### config.mk
export PLATFORM = sky130hd
export DESIGN_NAME = wgp_ctrl
export DESIGN_NICKNAME = d
export VERILOG_FILES = /design/src/hdl/wgp_pkg.sv /design/src/hdl/wgp_ctrl.sv
export SDC_FILE = /design/constraint.sdc
export NUM_CORES = 1
export LEC_CHECK = 0
export BUFFER_PORTS_ARGS = -buffer_cell sky130_fd_sc_hd__buf_2
export CAP_MARGIN = 20
export CELL_PAD_IN_SITES_DETAIL_PLACEMENT = 0
export CELL_PAD_IN_SITES_GLOBAL_PLACEMENT = 1
export CORE_AREA = 2 2 39 41
export DETAILED_ROUTE_END_ITERATION = 7
export DIE_AREA = 0 0 41 43
export PLACE_DENSITY = 0.79
export SYNTH_ARGS = -nofsm -noshare
export SYNTH_HDL_FRONTEND = slang
export SYNTH_SLANG_ARGS = --single-unit
### constraint.sdc
create_clock -name clk -period 2.65 [get_ports clk]
set_input_delay 0.3975 -clock clk [delete_from_list [all_inputs] [get_ports clk]]
set_output_delay 0.3975 -clock clk [all_outputs]
set_load 0.005 [all_outputs]
### src/hdl/wgp_pkg.sv
package wgp_pkg;

  // Sizing of the stores
  localparam int MAX_WIDTH  = 64;
  localparam int MAX_HEIGHT = 64;
  localparam int MAX_STEPS  = 16;
  localparam int MAX_RADIUS = 3;

  localparam int KSIDE  = 2 * MAX_RADIUS + 1;
  localparam int KDEPTH = KSIDE * KSIDE;

  localparam int X_W  = $clog2(MAX_WIDTH);
  localparam int Y_W  = $clog2(MAX_HEIGHT);
  localparam int T_W  = $clog2(MAX_STEPS);
  localparam int FA_W = T_W + Y_W + X_W;
  localparam int KA_W = $clog2(KDEPTH);

  // Field and register widths
  localparam int CMD_W      = 3;
  localparam int POS_W      = 6;
  localparam int FI_W       = 4;
  localparam int VAL_W      = 32;
  localparam int GW_W       = 7;
  localparam int GH_W       = 7;
  localparam int KR_W       = 2;
  localparam int ST_W       = 5;
  localparam int KI_W       = KR_W + 1;
  localparam int CFG_IDX_W  = 3;
  localparam int CFG_DATA_W = 7;

  // Q2.30 arithmetic
  localparam int Q_FRAC = 30;
  localparam int PROD_W = 2 * VAL_W;
  localparam int TERM_W = PROD_W - Q_FRAC;
  localparam int ACC_W  = TERM_W + KA_W;

  typedef enum logic [CMD_W-1:0] {
    CMD_CLEAR  = CMD_W'(0),
    CMD_KERNEL = CMD_W'(1),
    CMD_START  = CMD_W'(2),
    CMD_RUN    = CMD_W'(3),
    CMD_READ   = CMD_W'(4)
  } cmd_t;

  typedef enum logic [CFG_IDX_W-1:0] {
    REG_GRID_WIDTH    = CFG_IDX_W'(0),
    REG_GRID_HEIGHT   = CFG_IDX_W'(1),
    REG_KERNEL_RADIUS = CFG_IDX_W'(2),
    REG_STEP_COUNT    = CFG_IDX_W'(3)
  } reg_idx_t;

  typedef enum logic [2:0] {
    ST_IDLE,
    ST_INIT,
    ST_CLEAR,
    ST_RUN,
    ST_DRAIN
  } state_t;

  typedef struct packed {
    logic [GW_W-1:0] grid_width;
    logic [GH_W-1:0] grid_height;
    logic [KR_W-1:0] kernel_radius;
    logic [ST_W-1:0] step_count;
  } cfg_t;

  // Controller to datapath
  typedef struct packed {
    logic accept;
    logic clear_init;
    logic run_init;
    logic tap_go;
    logic clr_step;
    logic reply_imm;
    logic reply_end;
  } ctl_t;

  // Datapath to controller
  typedef struct packed {
    logic run_empty;
    logic frame_end;
    logic pipe_busy;
    logic frames_done;
    logic clr_last;
  } dp_stat_t;

endpackage

### src/hdl/wgp_ctrl.sv
module wgp_ctrl
  import wgp_pkg::*;
(
  input  logic             clk,
  input  logic             rst,
  input  logic             start,
  input  logic [CMD_W-1:0] cmd,
  input  dp_stat_t         stat,
  output logic             busy,
  output ctl_t             ctl
);

  state_t state;
  state_t state_next;
  logic   accept;

  // State register; reset starts the store clearing sweep
  always_ff @(posedge clk) begin
    if (rst) begin
      state <= ST_INIT;
    end else begin
      state <= state_next;
    end
  end

  assign accept = (state == ST_IDLE) && start;
  assign busy   = (state != ST_IDLE);

  // Next state
  always_comb begin
    state_next = state;
    unique case (state)
      ST_IDLE: begin
        if (accept) begin
          if (cmd == CMD_CLEAR) begin
            state_next = ST_CLEAR;
          end else if (cmd == CMD_RUN && !stat.run_empty) begin
            state_next = ST_RUN;
          end
        end
      end
      ST_INIT, ST_CLEAR: begin
        if (stat.clr_last) state_next = ST_IDLE;
      end
      ST_RUN: begin
        if (stat.frame_end) state_next = ST_DRAIN;
      end
      ST_DRAIN: begin
        if (!stat.pipe_busy) state_next = stat.frames_done ? ST_IDLE : ST_RUN;
      end
      default: state_next = ST_IDLE;
    endcase
  end

  // Commands to the datapath
  always_comb begin
    ctl            = '0;
    ctl.accept     = accept;
    ctl.clear_init = accept && (cmd == CMD_CLEAR);
    ctl.run_init   = accept && (cmd == CMD_RUN);
    ctl.tap_go     = (state == ST_RUN);
    ctl.clr_step   = (state == ST_INIT) || (state == ST_CLEAR);
    ctl.reply_imm  = accept && (cmd != CMD_CLEAR) &&
                     !((cmd == CMD_RUN) && !stat.run_empty);
    ctl.reply_end  = ((state == ST_CLEAR) && stat.clr_last) ||
                     ((state == ST_DRAIN) && !stat.pipe_busy && stat.frames_done);
  end

`ifndef SYNTHESIS
  // No tap may be in flight once the block reports idle
  a_idle_pipe_empty: assert property (@(posedge clk) disable iff (rst)
    (state == ST_IDLE) |-> !stat.pipe_busy)
    else $error("tap pipeline busy while idle");

  // Every reply leaves the block ready for the next word
  a_reply_to_idle: assert property (@(posedge clk) disable iff (rst)
    (ctl.reply_imm || ctl.reply_end) |=> (state == ST_IDLE))
    else $error("reply not followed by idle");

  // At most one reply source per cycle
  a_one_reply: assert property (@(posedge clk) disable iff (rst)
    !(ctl.reply_imm && ctl.reply_end))
    else $error("two replies in one cycle");
`endif

endmodule

==> metrics, run 1 <==
Finished Core Util 30.3%; I/O Pins 19; R2R cell count 4; Longest Clk Path Bufs 2; unrepaired setup endpoints after global routing no; RD Place Congestion ~0.70; setup TNS 0 ns; DIE AREA 1760 um2; CTS tree done; number of flip-flops in the largest register 3; via/cell ratio 4.61; fin area 419 um2; min cycle time layout between 1.5 and 2 ns; cts hold-fix bufs 0; endpoints failing hold 0; Slew Viols, Final 0; clock network power share 48.9%; Switch Pwr between 40 and 50 uW; Fin Clk Skew 0.000499 ns; Least-Margin Pin Slew about 0.34 ns; Die Wd ~40 um; sw frac 26.0%; crit path DAT around 1.3 ns; Post-CTS Setup Bufs 0; number of port buffers 18; Max FO, Critical Path 9; post-cts sizing count 0; dpl hpwl 617 um; HP Start rst; Hold Crit Depth 2; Reg area ~60 um2; leakage 0.205 nW; final setup fails 0; max_slew headroom 77.4%; Hold Crit Endpoint state[1]; WL/cell between 9 and 10 um; Residual DRC 0; starting density of the core between 20% and 30%; average size of a mapped cell 6.95 um2; PD cells 390 nW/um2; remaining antenna violation count after routing 0; FF-to-FF End state[1]; Vias 369; number of diodes 0; Power Internal 121 uW; core box area 1380 um2; area growth from synthesis to layout 34.0%; TritonCTS Buffers 3; first-pass GRT wire length 1.19 mm; R2R Path Start state[2]; sequential share of the synthesized area 19.2%; Mapped Cells 45; largest net degree at the start of global routing 13; status completed; Yosys reg bits 3; crit path kind register to output pin; Mapped Area 313 um2; Max-Cap Viols 0; final wirelength 770 um; dpl cell area 393 um2; Top Registers state x3; Die Ht 43 um; DR pass1 iterations 4; Distinct cells, synth 24; vias in the first global route 304; period utilization between 60% and 70%; share of cells above drive strength 1 35.9%; Synthesis Warnings 0; Largest Register state; Clock Sinks 3; Comb pwr share 20.6%; Critical Path Start Type register; Synth Net Count 56; worst skew pair latency 0.23 ns; DRT iter0 DRCs 5; FILL cells 158; initial antenna violation count 0; reg2reg setup slack 1.42 ns; multi-input logic area 208 um2; CTS H-Tree Depth 1; CTS Root Cell clkbuf_4; VDD IR max 0.252 mV; GR Util All Layers 10.1%; Row Count 14; worst endpoint required time 2.25 ns; nets between 70 and 80; clock slew at reported path FFs 0.04 ns; worst hold path type input port to register; GRT overflow 0; fmax 602 MHz; Worst Setup End Kind output pin; sequential share of power between 30% and 40%
logic make-up after synthesis:
| kind of cell | after synthesis | synth area share, % |
|---|---|---|
| DFF | 3 | 19.2 |
| muxes | 1 | 3.60 |
| xor gates and xnor gates | 1 | 2.80 |
| buffers and inverters | 7 | 14.4 |
| and+or+nand+nor | 23 | 38.4 |
| AOI/OAI and AO/OA | 10 | 21.6 |
worst max-delay path, stage by stage (launching register included):
cell      delay, ns
dfxtp_1        0.38
nor2_1         0.16
nand3b_1       0.16
nor4_1         0.18
buf_2          0.15
layout by cell type, fill, tap and decap left out, types with 2 or more instances in the layout:
cell type	n
nand2b_1	2
nand3b_1	2
a21oi_1	3
nor3_1	2
buf_2	18
nor4_1	2
dfxtp_1	3
nor2_1	9
nand2_1	2
clkbuf_4	3
inv_1	4
synth_stat cells, drive strengths merged:
library cell  n  area share [%]
a21o          1             2.4
nor3          2             3.2
nand3b        2             4.8
o221ai        1             2.8
buf           3             9.6
inv           4             4.8
o21a          1             2.4
o21ai         1             1.6
a211o         1             2.8
xnor2         1             2.8
nor2          9              11
nand2         2             2.4
o211ai        1             2.4
mux2          1             3.6
o31ai         1             2.4
nand2b        2             4.0
and2          1             2.0
or3           1             2.4
and3b         1             2.8
dfxtp         3              19
nand4         1             2.0
nor4          2             4.0
a21oi         3             4.8
per-layer routing:
| layer | vias up | track usage (%) | part of all wire (%) |
|---|---|---|---|
| li1 | 195 | - | - |
| met1 | 165 | 13.1 | 48 |
| met2 | 9 | 14.1 | 46 |
| met3 | 0 | 4.71 | 6.0 |
| met4 | 0 | 4.00 | 0 |
| met5 | - | 0 | 0 |
cell type report:
type	instances	share of cell area, %
timing repair buffer	18	21.5
tap	16	4.78
clock buffer	4	6.27
multi-input combinational	35	49.6
sequential	3	14.3
inverter	4	3.58
per-stage QoR:
stage | power, mW | hold WS [ns] | setup WS (ns) | instances
floorplan | 0.0686 | 0.467 | 1.37 | 45
global placement | 0.0849 | 0.579 | 1.24 | 76
detailed placement | 0.0848 | 0.582 | 1.23 | 76
CTS | 0.169 | 0.333 | 0.970 | 80
global route | 0.178 | 0.333 | 0.831 | 80
finish | 0.164 | 0.342 | 0.988 | 80
how the worst max path moves through the flow:
stage,startpoint,to,slack (ns),cells after the start
CTS,state[1],ctl[4],0.97,4
global route,state[1],ctl[4],0.83,4
global placement,cmd[0],ctl[1],1.24,6
finish,state[1],ctl[5],0.99,4
detailed placement,state[1],ctl[4],1.23,4
floorplan,state[1],ctl[5],1.37,4
power by group through the flow:
stage	sequential (mW)	combinational, mW	clock (mW)
finish	0.0499	0.0337	0.0800
global route	0.0503	0.0382	0.0891
CTS	0.0499	0.0343	0.0844
detailed placement	0.0506	0.0342	0
global placement	0.0506	0.0343	0
floorplan	0.0495	0.0191	0
Note: power is estimated with default switching activity, not from simulation.
==> run 2: changes to the inputs <==
- clock period: 2.65 -> 1.55 ns (I/O delays scaled with it)
==> run 2 against run 1 <==
  * Routed wire length increased by 0.13%
  * Cell count unchanged
  * Core utilization increased by 0.90 points
  * Combinational power increased by 77%
  * Flip-flop and latch count unchanged
  * Sequential share of layout area increased by 0.45 points
  * Critical path type unchanged
  * Critical endpoint is now ctl[4]
  * Register-to-register slack got worse by 0.98 ns
  * Clock-buffer cell count unchanged
  * Largest cell class unchanged
==> metrics, run 2 (synthesis gave the netlist of run 1 again) <==
commonest non-fill, non-tap cell in the layout buf_2; dpl hpwl 598 um; Vias 377; number of diodes 0; most frequent cells in the layout buf_2, nor2_1, inv_1; VDD IR max 0.313 mV; via/cell ratio 4.71; worst endpoint required time 1.32 ns; GR Util All Layers between 10% and 20%; worst skew pair latency 0.23 ns; remaining antenna violation count after routing 0; DIE AREA 1760 um2; clock slew at reported path FFs 0.04 ns; vias in the first global route 310; worst hold path type input port to register; CTS tree done; Worst Setup End Kind output pin; unrepaired setup endpoints after global routing no; initial antenna violation count 0; nets 76; number of flip-flops in the largest register 3; fmax 692 MHz; max_slew headroom 81.8%; largest net degree at the start of global routing 13; final setup fails 0; Hold Slack roughly 0.16 ns; status completed; dpl ws roughly 0.29 ns; leakage 0.206 nW; area growth from synthesis to layout 38.0%; share of cells above drive strength 1 approximately 44%; final wirelength 771 um; Residual DRC 0; Slew Viols, Final 0; Die Ht 43 um; Cell Chain, Critical Path nor2_2, nand3b_1, nor3_1, buf_2; CTS H-Tree Depth 1; Max-Cap Viols 0; Longest Clk Path Bufs 2; GRT overflow 0; Max stage delay cell, worst path dfxtp_2; CP Buf/Inv Count 1; crit path kind register to output pin; period utilization 93.2%; Clock Sinks 3; core box area 1380 um2; crit path DAT 1.21 ns; PD cells 661 nW/um2; starting density of the core between 20% and 30%; Max FO, Critical Path 7; Worst path max stage delay 0.35 ns; Largest Register state; number of port buffers 18; endpoints failing hold 0; TritonCTS Buffers 3; first-pass GRT wire length between 1 and 1.5 mm; DRT iter0 DRCs 4; cts hold-fix bufs 0; Die Wd 41 um; setup TNS 0 ns; CP top delay family simple AND/OR/NAND/NOR gates; DR pass1 iterations 4; RD Place Congestion 0.676; Fin Clk Skew 0.000606 ns; Top Registers state x3; I/O Pins 19; Least-Margin Pin Slew 0.272 ns; min cycle time layout 1.45 ns; WL/cell 9.64 um; CTS Root Cell clkbuf_4; Critical Path Start Type register; Row Count 14; setup ws final 0.105 ns
==> run 2: worst register-to-register path, delay by kind of cell, from the launching register on <==
family	cells	cell delay, ns
flip-flops	1	0.42
AO/OA/AOI/OAI	2	0.34
AND/OR/NAND/NOR	2	0.22
==> run 2: final cells by class <==
class,instances,area (um2)
sequential,3,63.8
fill,165,952
clock buffer,4,26.3
multi-input combinational,35,216
inverter,4,15.0
tap,16,20.0
timing repair buffer,18,90.1
==> run 2: worst paths after layout <==
check / slack, ns / cells past startpoint / from / to
setup / recovery: 0.10 / 4 / state[0] / ctl[4]
setup reg to reg: 0.44 / 4 / state[2] / state[1]
hold reg to reg: 0.55 / 2 / state[1] / state[1]
hold / removal: 0.16 / 2 / rst / state[1]
==> run 2: timing repair <==
action	CTS	global route
setup buffers	0	0
setup endpoints to repair	0	3
gates resized for setup	0	5
endpoints found under the hold margin	0	0
==> run 2: routing by layer <==
layer | wire [um] | GRT usage, %
met5 | 0 | 0
met4 | 19 | 10.0
met1 | 315 | 13.1
met2 | 388 | 14.4
met3 | 49 | 1.57
==> run 2: report_power, final <==
part	switching [mW]	internal (mW)
combinational	0.0287	0.0309
clock	0.0424	0.0966
sequential	0.00582	0.0809
==> run 2: metrics by stage <==
stage               instances  utilization [%]  total power, mW  instance area (um2)
floorplan                  45                -            0.117                  313
global placement           76             28.4            0.145                  393
detailed placement         76             28.4            0.145                  393
CTS                        80             30.3            0.290                  419
global route               80             31.2            0.303                  432
finish                     80             31.2            0.285                  432
==> run 3: changes to the inputs <==
- CORE_AREA: 2 2 39 41 -> not set
- CORE_MARGIN: not set -> 1
- CORE_UTILIZATION: not set -> 23
- DIE_AREA: 0 0 41 43 -> not set
- PLACE_DENSITY: 0.79 -> 0.8
- clock period: 1.55 -> 1.3 ns (I/O delays scaled with it)
==> run 3 against run 2 <==
  * The run now ends with negative setup slack left
  * Flip-flop and latch count did not move
  * Sequential share of layout area down 0.24 points
  * First-iteration DRC count fell by 50%
  * Worst hold slack lost 0.049 ns
  * Clock-buffer cell count stayed put
  * Non-clock buffer count rose by 4
  * Critical endpoint is now ctl[5]
  * Largest cell class unchanged
  * Highest routed layer unchanged
==> metrics, run 3 (synthesis gave the netlist of run 1 again) <==
status finished with violations; violated checks negative setup slack; GR Util All Layers 12.7%; GRT overflow 0; crit path kind register to output pin; initial antenna violation count 0; Met1 Wirelength 374 um; number of flip-flops in the largest register 3; fmax 735 MHz; PD cells roughly 700 nW/um2; Slew Viols, Final 0; WL met3 76 um; crit path DAT 1.17 ns; Die Ht ~40 um; I/O Pins 19; Hold Crit Depth 2; Top Registers state x3; first-pass GRT wire length 1.21 mm; worst endpoint required time 1.11 ns; WL met2 around 360 um; RD Place Congestion 0.760; cts hold-fix bufs 0; Worst Setup End Kind output pin; Finished Core Util 41.4%; worst hold path type input port to register; R2R Path Start state[0]; reg2reg setup slack 0.14 ns; Clock Sinks 3; share of cells above drive strength 1 approximately half; final wirelength between 800 and 900 um; Critical Path Start Type register; commonest non-fill, non-tap cell in the layout buf_2; Fin Clk Skew 0.00189 ns; Least-Margin Pin Slew 0.304 ns; CTS H-Tree Depth 1; Residual DRC 0; starting density of the core 26.4%; number of diodes 0; Longest Clk Path Bufs 2; core box area about 1200 um2; area growth from synthesis to layout 56.8%; DIE AREA around 1500 um2; Max-Cap Viols 0; dpl cell area roughly 400 um2; nets 80; max_slew headroom 79.6%; via/cell ratio 4.68; period utilization 105%; DRT iter0 DRCs 2; min cycle time layout 1.36 ns; DR pass1 iterations 4; dpl hpwl 583 um; remaining antenna violation count after routing 0; leakage roughly 0.24 nW; largest net degree at the start of global routing 9; R2R cell count 5; CTS tree done; Hold Crit Endpoint state[1]; VDD IR max 0.547 mV; HP Start rst; clock slew at reported path FFs roughly 0.040 ns; Max FO, Critical Path 4; Vias about 380; unrepaired setup endpoints after global routing yes; FILL cells 135; number of port buffers 18; CTS Root Cell clkbuf_4; worst skew pair latency ~0.24 ns; Largest Register state; endpoints failing hold 0; TritonCTS Buffers 3; top layer in use met4; most frequent cells in the layout buf_2, nor2_1, inv_1; fin area 490 um2; final setup fails 2; vias in the first global route 310; WL/cell slightly below 10 um; FF-to-FF End state[1]; setup ws final -0.0607 ns; Die Wd approximately 39 um; Row Count 12
[run 3: worst max path at each step]
stage,from,endpoint,cells after the start
after floorplan,state[1],ctl[5],4
after global placement,state[0],ctl[5],4
after detailed placement,state[2],state[1],4
after CTS,state[0],ctl[5],4
after global routing,state[1],ctl[5],4
final,state[0],ctl[5],4
[run 3: layer usage]
layer	up-vias	global-route usage, %
li1	203	-
met1	164	14.6
met2	14	16.3
met3	3	9.25
met4	0	7.76
met5	-	0
[run 3: worst max-delay path, stage by stage, from the launching register on]
cell,delay [ns]
dfxtp_4,0.35
nor2_4,0.10
nand3b_1,0.14
nor4_1,0.18
buf_2,0.15
[run 3: power breakdown]
part           switching, mW  leakage [nW]  internal [mW]
combinational         0.0399         0.198         0.0481
clock                 0.0511        0.0150          0.115
sequential           0.00555        0.0263         0.0919
total                 0.0966         0.239          0.255
[run 3: timing repair]
item,4_1_cts,5_1_grt
setup buffers,3,0
resized for setup,8,5
setup endpoints to repair,8,7
pin swaps,2,3
[run 3: area by class of cell]
class	instances	area, um2	area share (%)
clock buffer	4	26.3	5.36
inverter	4	15.0	3.06
multi-input combinational	35	236	48.2
sequential	3	71.3	14.5
tap	14	17.5	3.57
timing repair buffer	22	124	25.3
[run 3: stage by stage]
stage	hold slack, ns	TNS, ns	instances	worst slack [ns]	power, mW
floorplan	0.264	0	45	0.222	0.140
global placement	0.378	0	75	0.113	0.173
detailed placement	0.370	0	75	0.0947	0.173
CTS	0.111	-0.0729	82	-0.0571	0.355
global route	0.118	-0.304	82	-0.133	0.383
finish	0.116	-0.102	82	-0.0607	0.352
